## src/hw/rtl/smpd_pkg.sv

```systemverilog
package smpd_pkg;

  localparam int unsigned NUM_PROTOCOLS = 5;
  localparam int unsigned PACKET_BYTES  = 5;
  localparam int unsigned QUEUE_DEPTH   = 2;

  localparam logic [7:0] BYTE_RESYNC   = 8'h80;
  localparam logic [7:0] BYTE_MID_DOWN = 8'h20;
  localparam logic [7:0] BYTE_MID_UP   = 8'h00;

  typedef enum logic [2:0] {
    PROTO_TWO_BTN   = 3'd0,
    PROTO_FIVE_BYTE = 3'd1,
    PROTO_SIGNMAG_A = 3'd2,
    PROTO_SIGNMAG_B = 3'd3,
    PROTO_BUS       = 3'd4
  } proto_e;

  typedef struct packed {
    logic [7:0] head_mask;
    logic [7:0] head_id;
    logic [7:0] data_mask;
    logic [7:0] data_id;
    logic [2:0] length;
  } proto_desc_t;

  // One queued job: a finished packet or a stray middle-button word.
  typedef struct packed {
    logic            stray;
    logic [2:0]      proto;
    logic [4:0][7:0] bytes;
  } smpd_pkt_t;

  typedef struct packed {
    logic full;
    logic empty;
  } smpd_queue_st_t;

  typedef struct packed {
    logic       push;
    logic [2:0] pos;
  } smpd_front_st_t;

  function automatic proto_desc_t proto_desc(logic [2:0] proto);
    proto_desc_t d;
    d = '{head_mask: 8'h00, head_id: 8'h00, data_mask: 8'h00, data_id: 8'h00, length: 3'd0};
    unique case (proto)
      PROTO_TWO_BTN:   d = '{head_mask: 8'h40, head_id: 8'h40, data_mask: 8'h40,
                             data_id: 8'h00, length: 3'd3};
      PROTO_FIVE_BYTE: d = '{head_mask: 8'hf8, head_id: 8'h80, data_mask: 8'h00,
                             data_id: 8'h00, length: 3'd5};
      PROTO_SIGNMAG_A: d = '{head_mask: 8'he0, head_id: 8'h80, data_mask: 8'h80,
                             data_id: 8'h00, length: 3'd3};
      PROTO_SIGNMAG_B: d = '{head_mask: 8'he0, head_id: 8'h80, data_mask: 8'h80,
                             data_id: 8'h00, length: 3'd3};
      PROTO_BUS:       d = '{head_mask: 8'hf8, head_id: 8'h80, data_mask: 8'h00,
                             data_id: 8'h00, length: 3'd5};
      default:         d = '{head_mask: 8'h00, head_id: 8'h00, data_mask: 8'h00,
                             data_id: 8'h00, length: 3'd0};
    endcase
    return d;
  endfunction

  function automatic logic [9:0] sext8(logic [7:0] v);
    return {{2{v[7]}}, v};
  endfunction

endpackage

```

## src/hw/rtl/smpd_front.sv

```systemverilog
module smpd_front (
  input  logic                     clk_i,
  input  logic                     rst_ni,
  input  logic [2:0]               proto_i,
  input  logic                     in_valid_i,
  output logic                     in_stall_o,
  input  logic [7:0]               rx_byte_i,
  input  smpd_pkg::smpd_queue_st_t queue_st_i,
  output logic                     push_o,
  output smpd_pkg::smpd_pkt_t      pkt_o,
  output smpd_pkg::smpd_front_st_t front_st_o
);
  import smpd_pkg::*;

  logic [2:0]      pos_q, pos_d;
  logic [4:0][7:0] bytes_q;
  logic [4:0][7:0] merged;
  proto_desc_t     desc;
  logic            known;
  logic            drop;
  logic [2:0]      pos_eff;
  logic [2:0]      idx;
  logic [2:0]      next_cnt;
  logic            skip;
  logic            stray;
  logic            complete;
  logic            accept;

  assign in_stall_o = queue_st_i.full;
  assign accept     = in_valid_i && !in_stall_o;

  always_comb begin
    desc     = proto_desc(proto_i);
    known    = proto_i < 3'(NUM_PROTOCOLS);
    drop     = (pos_q != 3'd0) &&
               (((rx_byte_i & desc.data_mask) != desc.data_id) || rx_byte_i == BYTE_RESYNC);
    pos_eff  = drop ? 3'd0 : pos_q;
    skip     = (pos_eff == 3'd0) && ((rx_byte_i & desc.head_mask) != desc.head_id);
    stray    = skip && proto_i == PROTO_TWO_BTN &&
               (rx_byte_i == BYTE_MID_DOWN || rx_byte_i == BYTE_MID_UP);
    // clamp to the last slot if the protocol changed under a long packet
    idx      = (pos_eff > 3'(PACKET_BYTES - 1)) ? 3'(PACKET_BYTES - 1) : pos_eff;
    next_cnt = idx + 3'd1;
    complete = !skip && next_cnt >= desc.length;

    merged      = bytes_q;
    merged[idx] = rx_byte_i;

    pos_d = pos_q;
    if (accept && known) begin
      if (skip || complete) begin
        pos_d = 3'd0;
      end else begin
        pos_d = next_cnt;
      end
    end

    push_o      = accept && known && (stray || complete);
    pkt_o.stray = stray;
    pkt_o.proto = proto_i;
    pkt_o.bytes = merged;
    if (stray) begin
      pkt_o.bytes[0] = rx_byte_i;
    end

    front_st_o.push = push_o;
    front_st_o.pos  = pos_q;
  end

  always_ff @(posedge clk_i or negedge rst_ni) begin
    if (!rst_ni) begin
      pos_q <= 3'd0;
    end else begin
      pos_q <= pos_d;
    end
  end

  always_ff @(posedge clk_i) begin
    if (accept && known && !skip) begin
      bytes_q[idx] <= rx_byte_i;
    end
  end

endmodule

```

## src/hw/rtl/smpd_fifo.sv

```systemverilog
module smpd_fifo #(
  parameter int unsigned Depth = smpd_pkg::QUEUE_DEPTH
) (
  input  logic                     clk_i,
  input  logic                     rst_ni,
  input  logic                     push_i,
  input  smpd_pkg::smpd_pkt_t      data_i,
  input  logic                     pop_i,
  output smpd_pkg::smpd_pkt_t      data_o,
  output smpd_pkg::smpd_queue_st_t status_o
);
  import smpd_pkg::*;

  localparam int unsigned PtrW = (Depth > 1) ? $clog2(Depth) : 1;
  localparam int unsigned CntW = $clog2(Depth + 1);

  smpd_pkt_t        entries_q [Depth];
  logic [PtrW-1:0]  wr_ptr_q, wr_ptr_d;
  logic [PtrW-1:0]  rd_ptr_q, rd_ptr_d;
  logic [CntW-1:0]  count_q, count_d;
  logic             do_push, do_pop;

  assign status_o.full  = count_q == CntW'(Depth);
  assign status_o.empty = count_q == '0;
  assign do_push        = push_i && !status_o.full;
  assign do_pop         = pop_i && !status_o.empty;
  assign data_o         = entries_q[rd_ptr_q];

  always_comb begin
    wr_ptr_d = wr_ptr_q;
    rd_ptr_d = rd_ptr_q;
    count_d  = count_q;
    if (do_push) begin
      wr_ptr_d = (wr_ptr_q == PtrW'(Depth - 1)) ? '0 : wr_ptr_q + 1'b1;
    end
    if (do_pop) begin
      rd_ptr_d = (rd_ptr_q == PtrW'(Depth - 1)) ? '0 : rd_ptr_q + 1'b1;
    end
    if (do_push && !do_pop) begin
      count_d = count_q + 1'b1;
    end else if (do_pop && !do_push) begin
      count_d = count_q - 1'b1;
    end
  end

  always_ff @(posedge clk_i or negedge rst_ni) begin
    if (!rst_ni) begin
      wr_ptr_q <= '0;
      rd_ptr_q <= '0;
      count_q  <= '0;
    end else begin
      wr_ptr_q <= wr_ptr_d;
      rd_ptr_q <= rd_ptr_d;
      count_q  <= count_d;
    end
  end

  always_ff @(posedge clk_i) begin
    if (do_push) begin
      entries_q[wr_ptr_q] <= data_i;
    end
  end

endmodule

```

## src/hw/rtl/smpd_back.sv

```systemverilog
module smpd_back (
  input  logic                     clk_i,
  input  logic                     rst_ni,
  input  smpd_pkg::smpd_pkt_t      pkt_i,
  input  smpd_pkg::smpd_queue_st_t queue_st_i,
  output logic                     pop_o,
  output logic                     out_valid_o,
  input  logic                     out_stall_i,
  output logic [2:0]               buttons_o,
  output logic signed [9:0]        delta_x_o,
  output logic signed [9:0]        delta_y_o
);
  import smpd_pkg::*;

  logic       valid_q;
  logic [2:0] last_buttons_q;
  logic [2:0] btn_q;
  logic [9:0] dx_q, dy_q;
  logic [2:0] btn;
  logic [9:0] dx, dy;
  logic [7:0] b0, b1, b2, b3, b4;

  assign pop_o = !queue_st_i.empty && (!valid_q || !out_stall_i);

  always_comb begin
    b0 = pkt_i.bytes[0];
    b1 = pkt_i.bytes[1];
    b2 = pkt_i.bytes[2];
    b3 = pkt_i.bytes[3];
    b4 = pkt_i.bytes[4];
    btn = 3'd0;
    dx  = 10'd0;
    dy  = 10'd0;
    if (pkt_i.stray) begin
      btn = {last_buttons_q[2], b0[5], last_buttons_q[0]};
    end else begin
      unique case (pkt_i.proto)
        PROTO_TWO_BTN: begin
          // middle button is not in the packet: carry it over
          btn = {b0[5], last_buttons_q[1], b0[4]};
          dx  = {{2{b0[1]}}, b0[1:0], b1[5:0]};
          dy  = {{2{b0[3]}}, b0[3:2], b2[5:0]};
        end
        PROTO_FIVE_BYTE: begin
          btn = ~b0[2:0];
          dx  = sext8(b1) + sext8(b3);
          dy  = 10'd0 - (sext8(b2) + sext8(b4));
        end
        PROTO_SIGNMAG_A, PROTO_SIGNMAG_B: begin
          btn = b0[2:0];
          dx  = b0[4] ? {2'b00, b1} : 10'd0 - {2'b00, b1};
          dy  = b0[3] ? 10'd0 - {2'b00, b2} : {2'b00, b2};
        end
        default: begin
          btn = ~b0[2:0];
          dx  = sext8(b1);
          dy  = 10'd0 - sext8(b2);
        end
      endcase
    end
  end

  always_ff @(posedge clk_i or negedge rst_ni) begin
    if (!rst_ni) begin
      valid_q        <= 1'b0;
      last_buttons_q <= 3'd0;
    end else begin
      if (pop_o) begin
        valid_q        <= 1'b1;
        last_buttons_q <= btn;
      end else if (!out_stall_i) begin
        valid_q <= 1'b0;
      end
    end
  end

  always_ff @(posedge clk_i) begin
    if (pop_o) begin
      btn_q <= btn;
      dx_q  <= dx;
      dy_q  <= dy;
    end
  end

  assign out_valid_o = valid_q;
  assign buttons_o   = btn_q;
  assign delta_x_o   = $signed(dx_q);
  assign delta_y_o   = $signed(dy_q);

endmodule

```

## src/hw/rtl/serial_mouse_packet_decoder_unit.sv

```systemverilog
// Serial mouse packet decoder. Feed one received word per cycle on rx_byte_i; the
// decoder resynchronizes on headers, assembles packets for the selected protocol
// (0 two-button 3-byte, 1 five-byte, 2/3 sign-magnitude 3-byte, 4 bus 5-byte;
// codes 5 to 7 ignore all input) and emits one word of buttons, delta_x and
// delta_y per complete packet, plus a middle-button word for a stray 0x00 or
// 0x20 under protocol 0. A result passes through a QueueDepth-entry queue and then
// the output register, so input is taken every cycle as long as results drain.
// Write the protocol register only while idle.
module serial_mouse_packet_decoder_unit #(
  parameter int unsigned QueueDepth = smpd_pkg::QUEUE_DEPTH
) (
  input  logic              clk_i,
  input  logic              rst_ni,
  input  logic              cfg_valid_i,
  output logic              cfg_ready_o,
  input  logic [2:0]        cfg_data_i,
  input  logic              in_valid_i,
  output logic              in_stall_o,
  input  logic [7:0]        rx_byte_i,
  output logic              out_valid_o,
  input  logic              out_stall_i,
  output logic [2:0]        buttons_o,
  output logic signed [9:0] delta_x_o,
  output logic signed [9:0] delta_y_o
);
  import smpd_pkg::*;

  logic           [2:0] proto_q;
  logic                 push;
  logic                 pop;
  smpd_pkt_t            front_pkt;
  smpd_pkt_t            head_pkt;
  smpd_queue_st_t       queue_st;
  smpd_front_st_t       front_st;

  assign cfg_ready_o = 1'b1;

  always_ff @(posedge clk_i or negedge rst_ni) begin
    if (!rst_ni) begin
      proto_q <= PROTO_TWO_BTN;
    end else if (cfg_valid_i && cfg_ready_o) begin
      proto_q <= cfg_data_i;
    end
  end

  smpd_front u_front (
    .clk_i      (clk_i),
    .rst_ni     (rst_ni),
    .proto_i    (proto_q),
    .in_valid_i (in_valid_i),
    .in_stall_o (in_stall_o),
    .rx_byte_i  (rx_byte_i),
    .queue_st_i (queue_st),
    .push_o     (push),
    .pkt_o      (front_pkt),
    .front_st_o (front_st)
  );

  smpd_fifo #(
    .Depth (QueueDepth)
  ) u_fifo (
    .clk_i    (clk_i),
    .rst_ni   (rst_ni),
    .push_i   (push),
    .data_i   (front_pkt),
    .pop_i    (pop),
    .data_o   (head_pkt),
    .status_o (queue_st)
  );

  smpd_back u_back (
    .clk_i       (clk_i),
    .rst_ni      (rst_ni),
    .pkt_i       (head_pkt),
    .queue_st_i  (queue_st),
    .pop_o       (pop),
    .out_valid_o (out_valid_o),
    .out_stall_i (out_stall_i),
    .buttons_o   (buttons_o),
    .delta_x_o   (delta_x_o),
    .delta_y_o   (delta_y_o)
  );

  a_pos_in_range: assert property (@(posedge clk_i) disable iff (!rst_ni)
    front_st.pos <= 3'(PACKET_BYTES - 1))
    else $error("packet position past last slot");

  a_unknown_proto_idle: assert property (@(posedge clk_i) disable iff (!rst_ni)
    (in_valid_i && !in_stall_o && proto_q >= 3'(NUM_PROTOCOLS)) |->
      (!front_st.push ##1 $stable(front_st.pos)))
    else $error("unknown protocol changed decoder state");

  a_push_not_full: assert property (@(posedge clk_i) disable iff (!rst_ni)
    front_st.push |-> !queue_st.full)
    else $error("queue overrun");

  a_drain_empty: assert property (@(posedge clk_i) disable iff (!rst_ni)
    (out_valid_o && !out_stall_i && queue_st.empty) |=> !out_valid_o)
    else $error("result repeated without queued work");

endmodule

```

## config.mk

```make
export PLATFORM = sky130hd
export DESIGN_NAME = serial_mouse_packet_decoder_unit
export DESIGN_NICKNAME = d
export VERILOG_FILES = /design/src/hw/rtl/smpd_pkg.sv /design/src/hw/rtl/smpd_front.sv /design/src/hw/rtl/smpd_fifo.sv /design/src/hw/rtl/smpd_back.sv /design/src/hw/rtl/serial_mouse_packet_decoder_unit.sv
export SDC_FILE = /design/constraint.sdc
export NUM_CORES = 1
export LEC_CHECK = 0
export BUFFER_PORTS_ARGS = -buffer_cell sky130_fd_sc_hd__buf_2
export CAP_MARGIN = 15
export CORE_MARGIN = 2
export CORE_UTILIZATION = 55
export CTS_BUF_LIST = sky130_fd_sc_hd__clkbuf_16
export CTS_CLUSTER_SIZE = 8
export DETAILED_ROUTE_END_ITERATION = 16
export PLACE_DENSITY = 0.81
export SYNTH_ARGS = -nofsm -noshare
export SYNTH_HDL_FRONTEND = slang
export SYNTH_SLANG_ARGS = --single-unit
```

## constraint.sdc

```tcl
create_clock -name clk_i -period 7 [get_ports clk_i]
set_clock_uncertainty 0.05 [all_clocks]
set_input_delay 0.35 -clock clk_i [delete_from_list [all_inputs] [get_ports clk_i]]
set_output_delay 0.35 -clock clk_i [all_outputs]
set_load 0.02 [all_outputs]
```

## Word level (Yosys, flattened, before mapping)

Memory sizes are Yosys's and may differ from the RTL's.
Cells that the tools add are included.

- Bitwise gates (word level): 3
- Add/sub/neg operators: 11
- Reduce and logical (&&, ||, !) cells: 37
- Eq/ne operators: 13
- Muxes and demuxes: 22
- $lt $le $gt $ge: 5

Operator list:

| operator | count |
|---|---|
| case mux 35 bit (3 select lines) | 1 |
| case mux 10 bit (3 select lines) | 2 |
| bitwise mux 40 bit | 1 |
| subtractor 1 x 8 -> 9 bit (first input constant) | 3 |
| demux 8 bit (select 3 bit) | 1 |
| 2-to-1 mux 10 bit | 2 |
| adder 8 x 8 -> 9 bit | 2 |
| AND 8 bit | 2 |
| 2-to-1 mux 8 bit | 2 |
| != test 8 bit | 2 |
| logical AND 1 bit | 15 |
| == test 3 x 2 -> 1 bit (second input constant) | 4 |
| 2-to-1 mux 3 bit | 4 |
| subtractor 1 x 10 -> 10 bit (first input constant) | 1 |
| zero test 3 bit | 3 |
| == test 8 x 6 -> 1 bit (second input constant) | 1 |
| == test 8 bit (second input constant) | 1 |
| zero test 8 bit | 1 |
| zero test 1 bit | 7 |
| == test 3 x 1 -> 1 bit (second input constant) | 2 |
| 2-to-1 mux 1 bit | 6 |
| case mux 3 bit (2 select lines) | 1 |
| OR reduction 2 bit | 3 |
| logical OR 1 bit | 5 |
| 17 further kinds | 19 |

- Memories kept: 1
- Input port bits: 16
- Output and inout bits: 26
- Bits in writable memories: 88
- Register bits after elaboration: 77

Memories:

| memory | depth | bits a word | rd ports | clocked after memory_dff | wr ports | RTL line | RTL |
|---|---|---|---|---|---|---|---|
| u_fifo.entries_q | 2 | 44 | 1 | 0 | 1 | smpd_fifo.sv:17 | `smpd_pkt_t entries_q [Depth];` |

## Depth between registers and ports, before layout

- Word-level depth: 20
- Mapped depth: 17

## Cells and area by module

A second synthesis with hierarchy kept.

- Cell total of the unflattened synthesis: 643
- Area, all modules: 8,774.7 µm²

By module, submodules not included:

| module | cells an instance | area an instance (µm²) | instances |
|---|---|---|---|
| smpd_fifo | 156 | 3,572.2 | 1 |
| smpd_back | 292 | 2,547.4 | 1 |
| smpd_front | 187 | 2,534.9 | 1 |
| serial_mouse_packet_decoder_unit | 8 | 120.1 | 1 |

## Worst setup path before layout

Ideal clock, no wire load.

- Kind: reg2reg
- Start: reg proto_q[0]
- End: mem u_fifo.entries_q[0][0] in the netlist's numbering (enable)
- Slack: 2.452 ns
- Buffers on the path: 2
- Arrival time: 4.056 ns
- Clock period less this slack: 4.548 ns
- Library setup time: 0.441 ns
- Cell stages (with the launch flop): 14
- Path through: dfrtp_1 > clkbuf_1 > or3b_1 > a21oi_2 > a21oi_2 > and3_4 > buf_6 > nand2_2 > nand2_1 > ha_1 > a21oi_1 > nor2_1 > mux2i_2 > nor2_1

- Word-level cells in the longest chain between the ends: 18
- Elaborated cells on any way between the ends: 32

RTL lines:

| what | RTL line | RTL |
|---|---|---|
| start: declaration | serial_mouse_packet_decoder_unit.sv:28 | `logic [2:0] proto_q;` |
| start signal: assignment | serial_mouse_packet_decoder_unit.sv:42 | `proto_q <= cfg_data_i;` |
| == test 3 x 1 -> 1 bit, or another cell as far along | smpd_pkg.sv:47 | `unique case (proto)` |
| OR reduction 2 bit (no line) | -- |  |
| case mux 35 bit (3 select lines) | smpd_pkg.sv:47 |  |
| AND 8 bit | smpd_front.sv:36 | `(((rx_byte_i & desc.data_mask) != desc.data_id) \|\| rx_byte_i == BYTE_RESYNC);` |
| != test 8 bit | smpd_front.sv:36 |  |
| logical OR 1 bit | smpd_front.sv:36 |  |
| logical AND 1 bit | smpd_front.sv:35 | `drop = (pos_q != 3'd0) &&` |
| 2-to-1 mux 3 bit | smpd_front.sv:37 | `pos_eff = drop ? 3'd0 : pos_q;` |
| [... 2 more ...] | -- |  |
| adder 3 x 1 -> 3 bit | smpd_front.sv:43 | `next_cnt = idx + 3'd1;` |
| greater-or-equal comparator 3 bit | smpd_front.sv:44 | `complete = !skip && next_cnt >= desc.length;` |
| logical AND 1 bit | smpd_front.sv:44 |  |
| logical OR 1 bit | smpd_front.sv:58 | `push_o = accept && known && (stray \|\| complete);` |
| logical AND 1 bit * | smpd_front.sv:58 |  |
| logical AND 1 bit * | smpd_fifo.sv:25 | `assign do_push = push_i && !status_o.full;` |
| 2-to-1 mux 1 bit * | smpd_fifo.sv:59 | `if (do_push) begin` |
| 2-to-1 mux 1 bit (implied by the code) * | smpd_fifo.sv:60 | `entries_q[wr_ptr_q] <= data_i;` |
| end: declaration | smpd_fifo.sv:17 |  |

Every way passes the cells marked *; elsewhere a longest branch is shown, timed or not.

## Final worst setup path

- Start: reg u_fifo.rd_ptr_q
- End: reg u_back.dx_q[8], in the netlist u_back.delta_x_o[8], data pin

- Word-level cells in the longest chain between the ends: 4
- Elaborated cells on any way between the ends: 10

RTL lines:

| what | RTL line | RTL |
|---|---|---|
| start: declaration | smpd_fifo.sv:19 | `logic [PtrW-1:0] rd_ptr_q, rd_ptr_d;` |
| start signal: assignment | smpd_fifo.sv:53 | `rd_ptr_q <= rd_ptr_d;` |
| memory (2 x 44 bit) * | -- |  |
| subtractor 1 x 8 -> 9 bit or == test 3 x 2 -> 1 bit (tied branches) | smpd_back.sv:51, smpd_back.sv:37 |  |
| 2-to-1 mux 10 bit or OR reduction 2 bit (tied branches) | smpd_back.sv:51, smpd_back.sv:37 |  |
| case mux 10 bit (3 select lines) | smpd_back.sv:37 | `unique case (pkt_i.proto)` |
| end signal: assignment | smpd_back.sv:80 | `dx_q <= dx;` |
| end: declaration | smpd_back.sv:18 | `logic [9:0] dx_q, dy_q;` |

Marked as above.
A chain may end at the register's enable or synchronous reset.

==> results.py <==
metrics = {
    "yosys": {
        "synthArstFlopShare_pct": 8.861,
        "netlist_area_sq_um": 8046,
        "synth_edf_count": 144,
        "ys_types": 67,
        "synth_top_cell_by_area": "edfxtp_1",
        "synth_top_flop_cell": "edfxtp_1",
        "ys_seq_elements": 158,
        "synth_top_area_share_pct": 53.74,
        "synth_fp_nets": 652,
        "ys_seq_area_share_pct": 58.09,
        "avgSynthCellArea_sq_um": 13.17,
        "synth-warning-count": 0,
        "syn_inst": 611,
        "synth_area_leaders": "edfxtp_1, mux2_2, dfrtp_1",
    },
    "clock_network": {
        "cts_htree_levels": 4,
        "cts_buffers": 17,
        "clk_latency_ns": 0.43,
        "cts_resized": 0,
        "cts-root-buf": "clkbuf_16",
        "clockBufferDepth": 2,
        "clk_pin_slew_worst_paths_ns": 0.06,
        "cts_sinks": 158,
        "tritoncts": "yes",
    },
    "critical_path": {
        "critPathKind": "reg -> reg",
        "worst_setup_path_end_kind": "flop",
        "ff2ff_path_depth": 11,
        "critPathRequiredTime_ns": 7.21,
        "slowest_delay_ns": 0.88,
        "crit_fanout": 42,
        "slowest_stage": "dfrtp_2",
        "arrival_ns": 4.28,
        "startpoint_type": "flop",
        "worstPathCellList": "buf_4 -> mux2i_1 -> inv_1 -> ha_1 -> fa_1 -> a21o_1 -> a21oi_1 -> nor2_1 -> o311ai_0 -> nand4_1 -> a31oi_1",
    },
    "timing": {
        "fmax_mhz": 245.9,
        "drv_slew": 0,
        "setup_viol": 0,
        "rsz0062_at_grt": "no",
        "slew_headroom_pct": 22.21,
        "finalWorstSetupSlack_ns": 2.933,
        "final-hold-violation-count": 0,
        "max_slew.worst_pin.slew_ns": 1.167,
        "post-route-period-util_pct": 58.09,
        "finalCriticalPeriod_ns": 4.067,
        "tns_ns": 0,
    },
    "floorplan": {
        "core_sq_um": 14420,
        "dieArea_sq_um": 15610,
        "io_pins": 42,
        "die_w_um": 125.0,
        "start_util_pct": 55.79,
        "die_y_um": 125.0,
        "num_rows": 44,
    },
    "placement": {
        "dp_slack_ns": 3.055,
        "gp_congestion": 0.9185,
        "port_buffers": 40,
        "dp_hpwl_um": 11700,
    },
    "detailed_routing": {
        "drtIter0Drc": 604,
        "post_drt_wl_per_cell_um": 19.88,
        "drcViolationCount": 0,
        "viasPerCell": 6.140,
        "dr.pass1.iters": 6,
        "antenna_left": 0,
        "drt-total-wl_um": 16840,
        "dr_total_vias": 5201,
    },
    "global_route": {
        "grt_pass1_wl_um": 27190,
        "grt_pass1_vias": 5168,
        "grt-ovfl-total": 0,
        "groute.usage.overall_pct": 22.30,
        "antenna_found_initial": 0,
        "grt_max_degree": 43,
    },
    "power": {
        "p_int_mw": 2.555,
        "p_sw_share_pct": 36.69,
        "pwr-share-clk_pct": 23.1,
        "peakVddDrop_uv": 223.9,
        "p_leak_nw": 3.282,
        "power_density_nw_per_um2": 447.8,
        "p_seq_share_pct": 35.8,
        "p_comb_share_pct": 41.2,
        "p_sw_mw": 1.481,
    },
    "hold_path": {
        "hp-class": "in -> reg",
        "whs_path_depth": 3,
    },
    "cells_and_area": {
        "area_growth_pct": 11.99,
        "antenna_cells": 0,
        "nets": 691,
        "drive_above_1_share_pct": 23.08,
    },
    "flow_run": {
        "drv_cap": 0,
    },
    "status": {
        "status": "complete, no violations",
    },
}
-- stage by stage --
stage / instances / hold slack [ns] / util [%] / total power [mW] / cell area, sq um
floorplan: 611 / 0.004409 / - / 2.708 / 8046
global placement: 813 / 0.2307 / 58.10 / 3.026 / 8381
detailed placement: 813 / 0.2479 / 58.10 / 3.086 / 8381
CTS: 846 / 0.06906 / 62.28 / 4.030 / 8984
global route: 847 / 0.09933 / 62.47 / 4.265 / 9011
finish: 847 / 0.08679 / 62.47 / 4.036 / 9011
-- worst max-delay path, delay by kind of cell (launching register included) --
kind                       cells  cell delay [ns]
adders and majority gates      2             0.64
muxes                          1             0.38
AOI/OAI and AO/OA              4             1.16
DFF                            1             0.88
buffers and inverters          2             0.53
and+or+nand+nor                2             0.24
-- cell usage in the layout, fill, tap and decap left out, types with 5 or more instances in the layout --
cell type,netlist,routed
nand3_1,6,6
nand2b_1,6,6
buf_2,11,40
mux2i_1,12,12
mux2_2,54,54
a21oi_1,25,25
o22ai_1,7,7
a21o_1,10,10
inv_1,22,24
o21ai_0,21,21
ha_1,23,23
a31oi_1,7,7
edfxtp_1,144,144
clkbuf_16,0,17
xnor2_1,14,14
nor3_1,13,13
nor2b_1,6,5
dfrtp_1,14,13
nor2_1,43,42
xor2_1,8,8
a22oi_1,5,5
a211oi_1,9,8
mux2_4,8,8
mux2_1,16,16
nand2_1,30,30
-- final cells by class --
class                   instances  area, sq um
clock buffers                  17        425.4
clock inverters                15        167.7
fillers                      1060         5413
inverters                      23        86.33
multi-input cells             407         3181
flip-flops and latches        158         4676
well taps                     184        230.2
repair buffers                 43        245.2
-- Yosys cell counts (3+ instances only) --
cell,number
a21oi_1,25
o21a_1,4
nand2_1,30
nor3b_1,4
a21o_1,10
mux2_4,8
a22oi_1,5
clkbuf_1,7
or2_2,4
or3b_1,3
nor3_1,13
o31ai_1,3
a31oi_1,7
nor2b_1,6
buf_2,11
a311oi_1,4
dfrtp_1,14
buf_4,3
and2_1,3
nor2_1,43
a221oi_1,4
xnor2_1,14
xor2_1,8
a211o_1,4
nand4_1,4
nand3_1,6
a222oi_1,3
nor4_1,4
o22ai_1,7
mux2_1,16
inv_1,22
o21ai_0,21
mux2_2,54
a211oi_1,9
edfxtp_1,144
ha_1,23
o21bai_1,3
o211ai_1,3
nand2b_1,6
mux2i_1,12
-- power groups by stage --
stage / Sequential [mW] / Combinational, mW / Clock, mW
finish: 1.44 / 1.66 / 0.931
detailed placement: 1.46 / 1.62 / 0
floorplan: 1.49 / 1.21 / 0
global placement: 1.45 / 1.58 / 0
global route: 1.47 / 1.81 / 0.985
CTS: 1.45 / 1.64 / 0.946
-- layer usage --
metal	vias to the layer above	share of wire [%]	global-route usage (%)
met5	-	0	0
met3	27	5.8	5.049
met1	2524	46	32.01
met2	216	47	33.85
li1	2434	-	-
met4	0	1.6	8.039
-- path summary, 6_finish.rpt --
| path | to | slack, ns | start |
|---|---|---|---|
| worst max-delay path | u_back.delta_x_o[8]$_SDFFCE_PP0P_ | 2.93 | u_fifo.rd_ptr_q$_DFFE_PN0P_ |
| worst min-delay path | u_back.out_valid_o$_DFFE_PN0P_ | 0.09 | out_stall_i |
| worst max register to register | u_back.delta_x_o[8]$_SDFFCE_PP0P_ | 2.93 | u_fifo.rd_ptr_q$_DFFE_PN0P_ |
| worst min register to register | u_back.out_valid_o$_DFFE_PN0P_ | 0.45 | u_back.out_valid_o$_DFFE_PN0P_ |
| max in group asynchronous | u_fifo.rd_ptr_q$_DFFE_PN0P_ | 6.27 | rst_ni |
| min in group asynchronous | u_back.out_valid_o$_DFFE_PN0P_ | 0.32 | rst_ni |
-- what timing repair did --
item	in CTS	in global routing
hold buffers	1	0
setup buffers	0	0
hold endpoints to repair	14	0
-- logic make-up after synthesis --
group | Yosys count | synth area share, %
xor+xnor | 22 | 2.395
mux | 91 | 12.95
fa+ha+maj | 25 | 4.074
flops | 158 | 58.09
buf+inv | 46 | 2.643
other cells | 1 | 0.04660
compound gates | 130 | 11.16
simple gates | 138 | 8.630
-- state kept, by name, indices dropped and copies added, names as in the netlist --
name,cells
proto_q,3
u_fifo.rd_ptr_q,1
u_back.delta_x_o,9
u_back.delta_y_o,10
u_back.buttons_o,3
u_back.out_valid_o,1
u_back.last_buttons_q,3
u_fifo.wr_ptr_q,1
u_fifo.entries_q,84
u_front.bytes_q,38
u_fifo.count_q,2
u_front.pos_q,3
Note: power is estimated with default switching activity, not from simulation.
